<file path="config.mk">
export PLATFORM = sky130hd
export DESIGN_NAME = double_buffer_bump_allocator_top_flat
export DESIGN_NICKNAME = d
export VERILOG_FILES = /design/src/rtl/dbba_pkg.sv /design/src/rtl/dbba_if.sv /design/src/rtl/double_buffer_bump_allocator_top.sv /design/src/rtl/dbba_ram.sv /design/src/flat_wrapper.sv
export SDC_FILE = /design/constraint.sdc
export NUM_CORES = 2
export LEC_CHECK = 0
export BUFFER_PORTS_ARGS = -buffer_cell sky130_fd_sc_hd__buf_2
export CORE_UTILIZATION = 25
export CTS_CLUSTER_DIAMETER = 100
export DETAILED_ROUTE_END_ITERATION = 8
export GPL_TIMING_DRIVEN = 0
export PLACE_DENSITY = 0.42
export SYNTH_ARGS = -nofsm -noshare
export SYNTH_HDL_FRONTEND = slang
export SYNTH_SLANG_ARGS = --single-unit
</file>
<file path="constraint.sdc">
create_clock -name clk -period 10.2 [get_ports clk]
set_clock_uncertainty 0.15 [all_clocks]
set_input_delay 0.51 -clock clk [delete_from_list [all_inputs] [get_ports clk]]
set_output_delay 0.51 -clock clk [all_outputs]
set_load 0.005 [all_outputs]
</file>
<file path="src/rtl/dbba_pkg.sv">
`timescale 1ns / 1ps
`default_nettype none
// ----------------------------------------------------------------------------
// dbba_pkg: shared constants for the double buffer bump allocator
// Field widths, operation, pool, status and register index codes.
// ----------------------------------------------------------------------------
package dbba_pkg;

    localparam int CORE_W    = 5;
    localparam int BYTES_W   = 11;
    localparam int ADDR_W    = 64;
    localparam int CFG_IDX_W = 1;
    localparam int CFG_DAT_W = 64;

    localparam logic OP_ALLOC = 1'b0;
    localparam logic OP_HOST  = 1'b1;

    localparam logic POOL_CB  = 1'b0;
    localparam logic POOL_ACT = 1'b1;

    localparam logic ST_OK    = 1'b0;
    localparam logic ST_FAIL  = 1'b1;

    localparam logic [CFG_IDX_W-1:0] CFG_CB_BASE  = 1'b0;
    localparam logic [CFG_IDX_W-1:0] CFG_ACT_BASE = 1'b1;

endpackage : dbba_pkg
`default_nettype wire

</file>
<file path="src/rtl/dbba_if.sv">
`timescale 1ns / 1ps
`default_nettype none
// ----------------------------------------------------------------------------
// dbba_if: valid/ready channels of the allocator
// Request, response and configuration write channels.
// ----------------------------------------------------------------------------
interface dbba_in_if
    import dbba_pkg::*;
();
    logic               valid;
    logic               ready;
    logic               op;
    logic [CORE_W-1:0]  core;
    logic               pool;
    logic [BYTES_W-1:0] alloc_bytes;
    logic               ready_half;

    modport source (output valid, output op, output core, output pool,
                    output alloc_bytes, output ready_half, input ready);
    modport sink   (input valid, input op, input core, input pool,
                    input alloc_bytes, input ready_half, output ready);
endinterface : dbba_in_if

interface dbba_out_if
    import dbba_pkg::*;
();
    logic              valid;
    logic              ready;
    logic              status;
    logic [ADDR_W-1:0] block_address;
    logic              half_used;

    modport source (output valid, output status, output block_address,
                    output half_used, input ready);
    modport sink   (input valid, input status, input block_address,
                    input half_used, output ready);
endinterface : dbba_out_if

interface dbba_cfg_if
    import dbba_pkg::*;
();
    logic                 valid;
    logic                 ready;
    logic [CFG_IDX_W-1:0] idx;
    logic [CFG_DAT_W-1:0] data;

    modport source (output valid, output idx, output data, input ready);
    modport sink   (input valid, input idx, input data, output ready);
endinterface : dbba_cfg_if
`default_nettype wire

</file>
<file path="src/rtl/double_buffer_bump_allocator_top.sv">
// Flow: an accepted beat is held in stage 1, then in the result register.
// Throughput: one request per cycle unless rsp stalls; the state row RAM is read
// on accept, written back on commit, with a bypass for back-to-back row hits.
// Reset: region bases clear to zero; per-row valid bits clear so every row
// reads as writing half 0, ready half 1, counts 0. No clearing pass.
`timescale 1ns / 1ps
`default_nettype none
// ----------------------------------------------------------------------------
// double_buffer_bump_allocator_top: ping-pong bump allocator
// Per core and pool, allocates bytes from two alternating halves.
// ----------------------------------------------------------------------------
module double_buffer_bump_allocator_top
    import dbba_pkg::*;
#(
    parameter int NUM_CORES  = 24,
    parameter int HALF_BYTES = 1024
)(
    input wire logic     clk,
    input wire logic     rst_n,
    dbba_in_if.sink      req,
    dbba_out_if.source   rsp,
    dbba_cfg_if.sink     cfg
);

    localparam int SLOTS = 2 * NUM_CORES;
    localparam int SW    = $clog2(SLOTS);
    localparam int CW    = $clog2(HALF_BYTES + 1);
    localparam int BW    = ((CW > BYTES_W) ? CW : BYTES_W) + 1;
    localparam int OW    = $clog2(SLOTS * HALF_BYTES) + 1;
    localparam int HW    = CORE_W + 1;
    localparam int RW    = 2 + 2 * CW;
    localparam int R_RDY = RW - 1;
    localparam int R_WR  = RW - 2;

    // row: ready half, writing half, count of half 1, count of half 0
    localparam logic [RW-1:0] ROW_RESET = {1'b1, {(RW-1){1'b0}}};

    logic [ADDR_W-1:0] cb_base_reg;
    logic [ADDR_W-1:0] act_base_reg;

    logic               s1_valid_reg;
    logic               s1_op_reg;
    logic [CORE_W-1:0]  s1_core_reg;
    logic               s1_pool_reg;
    logic [BYTES_W-1:0] s1_bytes_reg;
    logic               s1_ready_half_reg;
    logic               s1_core_ok_reg;
    logic [SW-1:0]      s1_slot_reg;
    logic               s1_row_vld_reg;
    logic               s1_fwd_reg;
    logic [RW-1:0]      s1_fwd_row_reg;

    logic [SLOTS-1:0]   row_vld_reg;

    logic               rsp_valid_reg;
    logic               rsp_status_reg;
    logic [ADDR_W-1:0]  rsp_addr_reg;
    logic               rsp_half_reg;

    logic               req_fire;
    logic               advance;
    logic               commit;
    logic               core_ok;
    logic [SW-1:0]      rd_slot;
    logic [RW-1:0]      ram_rdata;
    logic               ram_we;

    logic [RW-1:0]      row_cur;
    logic [RW-1:0]      row_new;
    logic               cur_half;
    logic               rdy_half;
    logic [CW-1:0]      cnt_cur;
    logic [BW-1:0]      bytes_ext;
    logic [BW-1:0]      cnt_sum;
    logic               too_big;
    logic               fits;
    logic               new_half;
    logic [CW-1:0]      off_cnt;
    logic [CW-1:0]      cnt_val;
    logic [HW-1:0]      half_idx;
    logic [OW-1:0]      offset;
    logic [ADDR_W-1:0]  base;
    logic               we_c;
    logic               status_c;
    logic [ADDR_W-1:0]  addr_c;
    logic               half_c;

    // ---- configuration ----
    assign cfg.ready = 1'b1;

    always_ff @(posedge clk or negedge rst_n)
    begin
        if (!rst_n)
        begin
            cb_base_reg  <= '0;
            act_base_reg <= '0;
        end
        else if (cfg.valid)
        begin
            unique case (cfg.idx)
                CFG_CB_BASE:  cb_base_reg  <= cfg.data;
                CFG_ACT_BASE: act_base_reg <= cfg.data;
                default:      ;
            endcase
        end
    end

    // ---- handshake ----
    assign advance   = !rsp_valid_reg || rsp.ready;
    assign req.ready = !s1_valid_reg || advance;
    assign req_fire  = req.valid && req.ready;
    assign commit    = s1_valid_reg && advance;
    assign ram_we    = commit && we_c;

    assign core_ok = int'(req.core) < NUM_CORES;
    assign rd_slot = SW'({req.core, req.pool});

    dbba_ram #(
        .WIDTH (RW),
        .DEPTH (SLOTS)
    ) u_state_ram (
        .clk   (clk),
        .we    (ram_we),
        .waddr (s1_slot_reg),
        .wdata (row_new),
        .re    (req_fire),
        .raddr (rd_slot),
        .rdata (ram_rdata)
    );

    // ---- stage 1 control ----
    always_ff @(posedge clk or negedge rst_n)
    begin
        if (!rst_n)
        begin
            s1_valid_reg <= 1'b0;
            row_vld_reg  <= '0;
        end
        else
        begin
            if (req_fire)
            begin
                s1_valid_reg <= 1'b1;
            end
            else if (advance)
            begin
                s1_valid_reg <= 1'b0;
            end
            if (ram_we)
            begin
                row_vld_reg[s1_slot_reg] <= 1'b1;
            end
        end
    end

    always_ff @(posedge clk)
    begin
        if (req_fire)
        begin
            s1_op_reg         <= req.op;
            s1_core_reg       <= req.core;
            s1_pool_reg       <= req.pool;
            s1_bytes_reg      <= req.alloc_bytes;
            s1_ready_half_reg <= req.ready_half;
            s1_core_ok_reg    <= core_ok;
            s1_slot_reg       <= rd_slot;
            s1_row_vld_reg    <= core_ok && row_vld_reg[rd_slot];
            s1_fwd_reg        <= ram_we && (s1_slot_reg == rd_slot);
            s1_fwd_row_reg    <= row_new;
        end
    end

    // ---- stage 1 datapath ----
    always_comb
    begin
        row_cur   = s1_fwd_reg ? s1_fwd_row_reg :
                    (s1_row_vld_reg ? ram_rdata : ROW_RESET);
        cur_half  = row_cur[R_WR];
        rdy_half  = row_cur[R_RDY];
        cnt_cur   = cur_half ? row_cur[2*CW-1:CW] : row_cur[CW-1:0];
        bytes_ext = BW'(s1_bytes_reg);
        too_big   = bytes_ext > BW'(HALF_BYTES);
        cnt_sum   = BW'(cnt_cur) + bytes_ext;
        fits      = cnt_sum <= BW'(HALF_BYTES);
        new_half  = fits ? cur_half : ~cur_half;
        off_cnt   = fits ? cnt_cur : '0;
        cnt_val   = fits ? CW'(cnt_sum) : CW'(s1_bytes_reg);
        half_idx  = {s1_core_reg, new_half};
        offset    = OW'(half_idx) * OW'(HALF_BYTES) + OW'(off_cnt);
        base      = (s1_pool_reg == POOL_ACT) ? act_base_reg : cb_base_reg;

        row_new   = row_cur;
        we_c      = 1'b0;
        status_c  = ST_OK;
        addr_c    = '0;
        half_c    = 1'b0;

        if (!s1_core_ok_reg)
        begin
            status_c = (s1_op_reg == OP_ALLOC) ? ST_FAIL : ST_OK;
        end
        else if (s1_op_reg == OP_HOST)
        begin
            row_new[R_RDY] = s1_ready_half_reg;
            we_c           = 1'b1;
        end
        else if (too_big || (!fits && (rdy_half == cur_half)))
        begin
            status_c = ST_FAIL;
        end
        else
        begin
            addr_c        = base + ADDR_W'(offset);
            half_c        = new_half;
            we_c          = 1'b1;
            row_new[R_WR] = new_half;
            if (new_half)
            begin
                row_new[2*CW-1:CW] = cnt_val;
            end
            else
            begin
                row_new[CW-1:0] = cnt_val;
            end
        end
    end

    // ---- result register ----
    always_ff @(posedge clk or negedge rst_n)
    begin
        if (!rst_n)
        begin
            rsp_valid_reg <= 1'b0;
        end
        else if (advance)
        begin
            rsp_valid_reg <= s1_valid_reg;
        end
    end

    always_ff @(posedge clk)
    begin
        if (commit)
        begin
            rsp_status_reg <= status_c;
            rsp_addr_reg   <= addr_c;
            rsp_half_reg   <= half_c;
        end
    end

    assign rsp.valid         = rsp_valid_reg;
    assign rsp.status        = rsp_status_reg;
    assign rsp.block_address = rsp_addr_reg;
    assign rsp.half_used     = rsp_half_reg;

    // ---- assertions ----
    a_fail_no_addr : assert property (@(posedge clk) disable iff (!rst_n)
        (rsp.valid && rsp.status == ST_FAIL) |-> (rsp.block_address == '0 && !rsp.half_used))
        else $error("refused beat carries an address");

    a_we_core_ok : assert property (@(posedge clk) disable iff (!rst_n)
        ram_we |-> (s1_core_ok_reg && s1_valid_reg))
        else $error("state write for an invalid core or empty stage");

    a_accept_fills : assert property (@(posedge clk) disable iff (!rst_n)
        req_fire |=> s1_valid_reg)
        else $error("accepted beat lost before stage 1");

    a_fwd_row_vld : assert property (@(posedge clk) disable iff (!rst_n)
        (req_fire && ram_we && (s1_slot_reg == rd_slot)) |=> row_vld_reg[s1_slot_reg])
        else $error("bypassed row not marked valid");

endmodule : double_buffer_bump_allocator_top
`default_nettype wire

</file>
<file path="src/rtl/dbba_ram.sv">
`timescale 1ns / 1ps
`default_nettype none
// ----------------------------------------------------------------------------
// dbba_ram: generic simple dual port RAM
// One write port, one read port with registered read data.
// ----------------------------------------------------------------------------
module dbba_ram #(
    parameter int WIDTH = 8,
    parameter int DEPTH = 2
)(
    input  wire logic                     clk,
    input  wire logic                     we,
    input  wire logic [$clog2(DEPTH)-1:0] waddr,
    input  wire logic [WIDTH-1:0]         wdata,
    input  wire logic                     re,
    input  wire logic [$clog2(DEPTH)-1:0] raddr,
    output      logic [WIDTH-1:0]         rdata
);

    logic [WIDTH-1:0] mem [DEPTH];

    always_ff @(posedge clk)
    begin
        if (we)
        begin
            mem[waddr] <= wdata;
        end
        if (re)
        begin
            rdata <= mem[raddr];
        end
    end

endmodule : dbba_ram
`default_nettype wire
</file>
<file path="src/flat_wrapper.sv">
// flat-port wrapper written by rule: the top's interface ports become plain ports
module double_buffer_bump_allocator_top_flat import dbba_pkg::*;
#(
    parameter int NUM_CORES  = 24,
    parameter int HALF_BYTES = 1024
)
  (clk, rst_n, req_valid, req_op, req_core, req_pool, req_alloc_bytes, req_ready_half, req_ready, rsp_valid, rsp_status, rsp_block_address, rsp_half_used, rsp_ready, cfg_valid, cfg_idx, cfg_data, cfg_ready);
  dbba_in_if req_i ();
  dbba_out_if rsp_i ();
  dbba_cfg_if cfg_i ();
  input wire logic clk;
  input wire logic rst_n;
  input wire logic [$bits(req_i.valid)-1:0] req_valid;
  input wire logic [$bits(req_i.op)-1:0] req_op;
  input wire logic [$bits(req_i.core)-1:0] req_core;
  input wire logic [$bits(req_i.pool)-1:0] req_pool;
  input wire logic [$bits(req_i.alloc_bytes)-1:0] req_alloc_bytes;
  input wire logic [$bits(req_i.ready_half)-1:0] req_ready_half;
  output wire logic [$bits(req_i.ready)-1:0] req_ready;
  output wire logic [$bits(rsp_i.valid)-1:0] rsp_valid;
  output wire logic [$bits(rsp_i.status)-1:0] rsp_status;
  output wire logic [$bits(rsp_i.block_address)-1:0] rsp_block_address;
  output wire logic [$bits(rsp_i.half_used)-1:0] rsp_half_used;
  input wire logic [$bits(rsp_i.ready)-1:0] rsp_ready;
  input wire logic [$bits(cfg_i.valid)-1:0] cfg_valid;
  input wire logic [$bits(cfg_i.idx)-1:0] cfg_idx;
  input wire logic [$bits(cfg_i.data)-1:0] cfg_data;
  output wire logic [$bits(cfg_i.ready)-1:0] cfg_ready;
  assign req_i.valid = req_valid;
  assign req_i.op = req_op;
  assign req_i.core = req_core;
  assign req_i.pool = req_pool;
  assign req_i.alloc_bytes = req_alloc_bytes;
  assign req_i.ready_half = req_ready_half;
  assign req_ready = req_i.ready;
  assign rsp_valid = rsp_i.valid;
  assign rsp_status = rsp_i.status;
  assign rsp_block_address = rsp_i.block_address;
  assign rsp_half_used = rsp_i.half_used;
  assign rsp_i.ready = rsp_ready;
  assign cfg_i.valid = cfg_valid;
  assign cfg_i.idx = cfg_idx;
  assign cfg_i.data = cfg_data;
  assign cfg_ready = cfg_i.ready;
  double_buffer_bump_allocator_top #(.NUM_CORES(NUM_CORES), .HALF_BYTES(HALF_BYTES)) u_core (.clk(clk), .rst_n(rst_n), .req(req_i), .rsp(rsp_i), .cfg(cfg_i));
endmodule
</file>
# --- Word level (Yosys, flattened, before mapping) ---
# Memories as Yosys holds them, arrays and structs flattened. A register that Yosys moved wholly into a read port is not among the register bits.
# Cells that the tools add are included.
classes:
  n_bitwise: 4
  n_eq_ne: 2
  add_sub_neg: 3
  reduce_logical: 17
  magnitude_cmp: 6
  n_mux: 28
op_table:
  columns: ["operator", "count"]
  rows:
  - ["two-way mux 24 bit", 3]
  - ["adder 64 x 17 -> 64 bit", 1]
  - ["two-way mux 64 bit", 1]
  - ["two-way mux 11 bit", 5]
  - ["OR 48 bit", 1]
  - ["two-way mux 23 bit", 2]
  - ["adder 16 x 11 -> 17 bit", 1]
  - ["two-way mux 1 bit", 15]
  - ["less-than comparator 6 x 7 -> 1 bit (second input constant)", 2]
  - ["adder 11 x 11 -> 12 bit", 1]
  - ["<= comparator 12 x 11 -> 1 bit (second input constant)", 1]
  - ["> comparator 11 bit (second input constant)", 1]
  - ["logical AND 1 bit", 7]
  - ["binary-select mux 1 bit (select 6 bit)", 1]
  - ["demux 1 bit (select 6 bit)", 1]
  - ["equality test 6 bit", 1]
  - ["greater-or-equal comparator 6 x 1 -> 1 bit (second input constant)", 1]
  - ["less-than comparator 5 bit (second input constant)", 1]
  - ["AND reduction 2 bit", 2]
  - ["zero test 1 bit", 3]
  - ["logical OR 1 bit", 3]
  - ["NOT 1 bit", 3]
  - ["OR reduction 3 bit", 1]
  - ["nonzero test 2 bit", 1]
  - ["equality test 1 bit", 1]
totals:
  mem_bits_rw: 1152
  memories: 1
  reg_bits: 296
  elab_cells: 79
mem_list:
  columns: ["memory", "words", "width", "read_ports", "rd_ports_with_merged_regs", "wr", "line", "source"]
  rows:
  - ["u_core.u_state_ram.mem", 48, 24, 1, 1, 1, "dbba_ram.sv:20", "logic [WIDTH-1:0] mem [DEPTH];"]

# --- Logic depth before layout (Yosys ltp) ---
depth:
  depth_word: 14
  depth_mapped: 32

# --- Cells and area by module ---
# A second synthesis with hierarchy kept.
unflattened:
  cells_unflattened: 3539
  area_unflattened_um2: 61142.4
by_module_without_submodules:
  columns: ["module", "n_inst", "cells_each", "area_per_inst_um2"]
  rows:
  - ["dbba_ram", 1, 2209, 45413.6]
  - ["double_buffer_bump_allocator_top", 1, 1330, 15728.8]

# --- Worst setup path after synthesis ---
# OpenSTA, ideal clock, no wires.
synth_timing:
  path_type: "register to register"
  startpoint: "reg u_core.s1_fwd_reg"
  endpoint: "reg u_core.rsp_addr_reg[26] (netlist: u_core.rsp.block_address[26]), data pin"
  setup_slack_ns: 2.840
  required_ns: 9.793
  period_less_slack_ns: 7.360
  path_buffers: 8
  stages_incl_launch_ff: 33
  t_arrival_ns: 6.953
  path_cell_list: "edfxtp_1 clkbuf_1 nor2b_1 clkbuf_1 a22o_1 clkbuf_1 clkbuf_1 mux2i_1 ha_1 inv_1 fa_1 nand3b_1 a21o_1 a311o_1 xnor2_1 nor4_2 or2_2 buf_2 buf_2 clkbuf_1 and2_1 fa_1 ha_1 a21o_1 a21oi_1 nor2b_1 or3_1 and4_1 a32oi_1 clkbuf_1 nor3_1 xor2_1 nor2_1"
synth_between:
  elab_chain_len: 8
  word_cells_on_any_way: 14
  classes_between: "add/sub: 3; order compare: 1; eq/ne: 1; mux: 4; bitwise: 1; reduce/logical: 4"
synth_rtl:
  columns: ["item", "line", "source"]
  rows:
  - ["from (decl)", "double_buffer_bump_allocator_top.sv:50", "logic s1_fwd_reg;"]
  - ["from (signal assigned)", "double_buffer_bump_allocator_top.sv:168", "s1_fwd_reg <= ram_we && (s1_slot_reg == rd_slot);"]
  - ["two-way mux 24 bit (*)", "double_buffer_bump_allocator_top.sv:176", "row_cur = s1_fwd_reg ? s1_fwd_row_reg :"]
  - ["parallel branches: the longest is 7 deep, another holds adder 64 x 17 -> 64 bit", null, null]
  - ["to (signal assigned)", "double_buffer_bump_allocator_top.sv:246", "rsp_addr_reg <= addr_c;"]
  - ["to (decl)", "double_buffer_bump_allocator_top.sv:57", "logic [ADDR_W-1:0] rsp_addr_reg;"]
# Mark *: on every way between the ends.
# A chain may end at the register's enable or synchronous reset.

# --- Worst setup path in the final report ---
layout_timing:
  startpoint: "reg u_core.s1_fwd_reg"
  endpoint: "reg u_core.rsp_addr_reg[38] (netlist: u_core.rsp.block_address[38]), data pin"
# The elaborated chain is that of the path after synthesis.

==> results.yml <==
status:
  run_status: "finished with violations"
  failed_checks: "design-rule violations"
cts:
  cts_buffer_depth: 3
  cts.sinks: 1466
  htree_levels: 4
  cts_root_buffer: "clkbuf_16"
  clkLatencyLatePin_ns: 0.78
  cts_made_buffers: 157
  clkTransAtPathRegs_ns: 0.06
  cts_tree: "done"
  cts_setup_buffers: 0
final_layout:
  syn2layout_area_growth_pct: 22.23
  multiInputGateArea_um2: 16690
  regMostFlops: "u_core.u_state_ram.mem"
  fill_cells: 23237
  num-nets-final: 3749
  fin_util: 0.3077
  largest_reg_flops: 1152
  drive_gt1_frac: 0.3246
  stdcell_count: 6911
  seqCellArea_um2: 43130
worst_hold_path:
  hp-class: "in2reg"
critical_path:
  crit_slowest_cell: "a2111oi_0"
  critPathMaxFanout: 10
  cp-start-kind: "register"
  crit_type: "reg2reg"
  critPathMaxStageDelay_ns: 0.62
  cp-end-kind: "register"
  arrival_ns: 9.86
  critPathRequiredTime_ns: 10.57
  cp_common_cell: "clkbuf_1"
synthesis:
  syn_nets: 3192
  synth.avg_cell_area_um2: 19.64
  synthCells: 3055
  async_flop_share: 0.1214
  synth_flop_cell: "edfxtp_1"
  synth_cell_type_count: 79
  ys_seq_area_frac: 0.7190
  synth.top_cells.by_area: "edfxtp_1 (64%), mux4_2 (14%), dfrtp_1 (7.4%), mux2_2 (3.0%), ha_1 (0.94%)"
  synth_area_um2: 59990
  synth-edff-count: 1288
  netlist.area_leader.share: 0.6447
  ys_ff_latch: 1466
  synth_largest_area_cell: "edfxtp_1"
  yosys_warnings: 0
sta:
  post-route-period-util: 0.9302
  slew_headroom: 0.03594
  fmax_mhz: 105.4
  holdWs_ns: 0.09956
  worstMarginPinSlew_ns: 1.446
  drv_slew: 0
  period_needed_ns: 9.488
  rsz0062_at_grt: "no"
  hold_viol_final: 0
  layout_setup_ws_ns: 0.7121
  setup-violations-final: 0
route:
  first_iter_violations: 2942
  final_antenna_net_count: 0
  avgViaCountPerCell: 4.579
  wl_per_cell_um: 26.24
  routed_wl_um: 181300
  dr.pass1.iters: 7
  remaining_drc_errors: 66
  vias: 31647
global_routing:
  grt.total_usage: 0.1492
  antenna_found_initial: 15
  grt-ovfl-total: 0
  grt_max_degree: 95
  grt_pass1_vias: 33082
  grt_pass1_wl_um: 257300
die:
  initial_core_util: 0.2517
  rows: 179
  fp.dieW_um: 491.9
  core_um2: 238300
  ios: 158
  die_h_um: 491.9
  dieArea_um2: 241900
placed_design:
  io_buffers: 156
  dp_slack_ns: 0.02413
  place_congestion: 0.8662
  place_inst: 6534
  dpl.hpwl_um: 130500
pwr:
  p_per_area_nw_per_um2: 198.3
  power.total_mw: 14.54
  power.leakage_nw: 24.12
  ir_drop_uv: 119.1
flow_run:
  maxCapViolCount: 0
## what timing repair did
action | in CTS | in global routing
gates cloned | 0 | 0
pin swaps | 0 | 0
hold endpoints to repair | 232 | 0
hold buffers | 86 | 0
resized for setup | 1 | 8
setup endpoints to repair | 2 | 38
## critical path, delay by kind of cell, from the launching register on
family          cells  cell delay [ns]
buf+inv             9             2.58
compound gates      8             2.50
simple gates        9             1.58
fa+ha+maj           4             1.26
mux                 1             0.52
flops               1             0.36
xor+xnor            1             0.27
## placed cells by master (no fill, tap or decap), drive strengths merged, types with 9 or more instances in the layout
master and count:
edfxtp 1288, buf 377, mux4 375, clkbuf 307, dfrtp 178, mux2 159
nor2 134, dlygate4sd3 86, nand2 69, clkinv 58, mux2i 54, a21oi 54
nor3 50, o21ai 46, ha 45, or2 41, xnor2 36, xor2 34
nand3 31, nor2b 27, a22oi 25, inv 25, o22ai 19, a311oi 18
and2 18, o21bai 17, nand3b 16, o221a 14, diode 13, a32oi 13
nor4 12, a21o 9
## cell families after synthesis
logic type,share of synthesized area
flip-flops,0.7190
multiplexers,0.1796
AND/OR/NAND/NOR,0.03798
AO/OA/AOI/OAI,0.03008
buffers and inverters,0.01264
XOR/XNOR,0.01022
adder cells (fa/ha/maj),0.01039
other,0.00006251
## metal layers
layer	share of wire	vias up	global-route usage
li1	-	13696	-
met1	0.45	16924	0.2038
met2	0.48	840	0.2466
met3	0.052	185	0.02831
met4	0.016	2	0.02947
met5	0.000061	-	0
## cell type report
| cell class | instances | share of cell area |
|---|---|---|
| antenna | 13 | 0.0004436 |
| sequential | 1466 | 0.5882 |
| clock buffer | 209 | 0.05769 |
| multi-input combinational | 1406 | 0.2277 |
| timing repair buffer | 398 | 0.05421 |
| buffer | 163 | 0.009385 |
| tap | 3167 | 0.05404 |
| inverter | 20 | 0.001058 |
| clock inverter | 69 | 0.007303 |
## final timing paths
path                                                     from                                          to  slack, ns  depth (start not counted)
min in group asynchronous                               rst_n         u_core.act_base_reg[27]$_DFFE_PN0P_       0.19                          2
setup / recovery                  u_core.s1_fwd_reg$_DFFE_PP_  u_core.rsp.block_address[38]$_SDFFCE_PP0P_       0.71                         32
setup reg to reg                  u_core.s1_fwd_reg$_DFFE_PP_  u_core.rsp.block_address[38]$_SDFFCE_PP0P_       0.71                         32
hold / removal                                      rsp_ready                u_core.rsp.valid$_DFFE_PN0P_        0.1                          3
hold reg to reg            u_core.row_vld_reg[42]$_DFFE_PN0P_          u_core.row_vld_reg[42]$_DFFE_PN0P_       0.31                          1
max in group asynchronous                               rst_n         u_core.act_base_reg[61]$_DFFE_PN0P_       8.71                          3
## stage by stage
stage               cell area, µm²  setup TNS (ns)
detailed placement           67650               0
CTS                          73280               0
finish                       73330               0
global placement             64730         -817.68
floorplan                    59990               0
global route                 73300               0
## synth_stat cells (6+ instances only)
cell / instances
nor2_1: 133
mux2i_1: 54
mux2_2: 159
xor2_1: 34
nor4_1: 11
a311oi_1: 18
xnor2_1: 36
nand2_1: 68
nor2b_1: 27
dfrtp_1: 178
a22oi_1: 25
inv_1: 20
or2_1: 6
mux4_2: 375
nand3b_1: 16
or3_1: 6
a32o_1: 6
a32oi_1: 13
edfxtp_1: 1288
nand4_1: 6
o21bai_1: 17
a21o_1: 9
nand2b_1: 6
nor3_1: 49
buf_2: 23
nand3_1: 31
ha_1: 45
o22ai_1: 19
o21ai_0: 46
buf_1: 37
or2_2: 35
and2_1: 18
clkbuf_1: 98
o221a_2: 14
a21oi_1: 53
nor3b_1: 6
## where the power goes
part	switching [mW]	internal (mW)	total [mW]	leakage [nW]
registers	0.103	7.01	7.11	13.9
clock network	2.40	3.02	5.42	2.30
logic	1.27	0.734	2.01	7.91
total	3.78	10.8	14.5	24.1
Note: power is estimated with default switching activity, not from simulation.
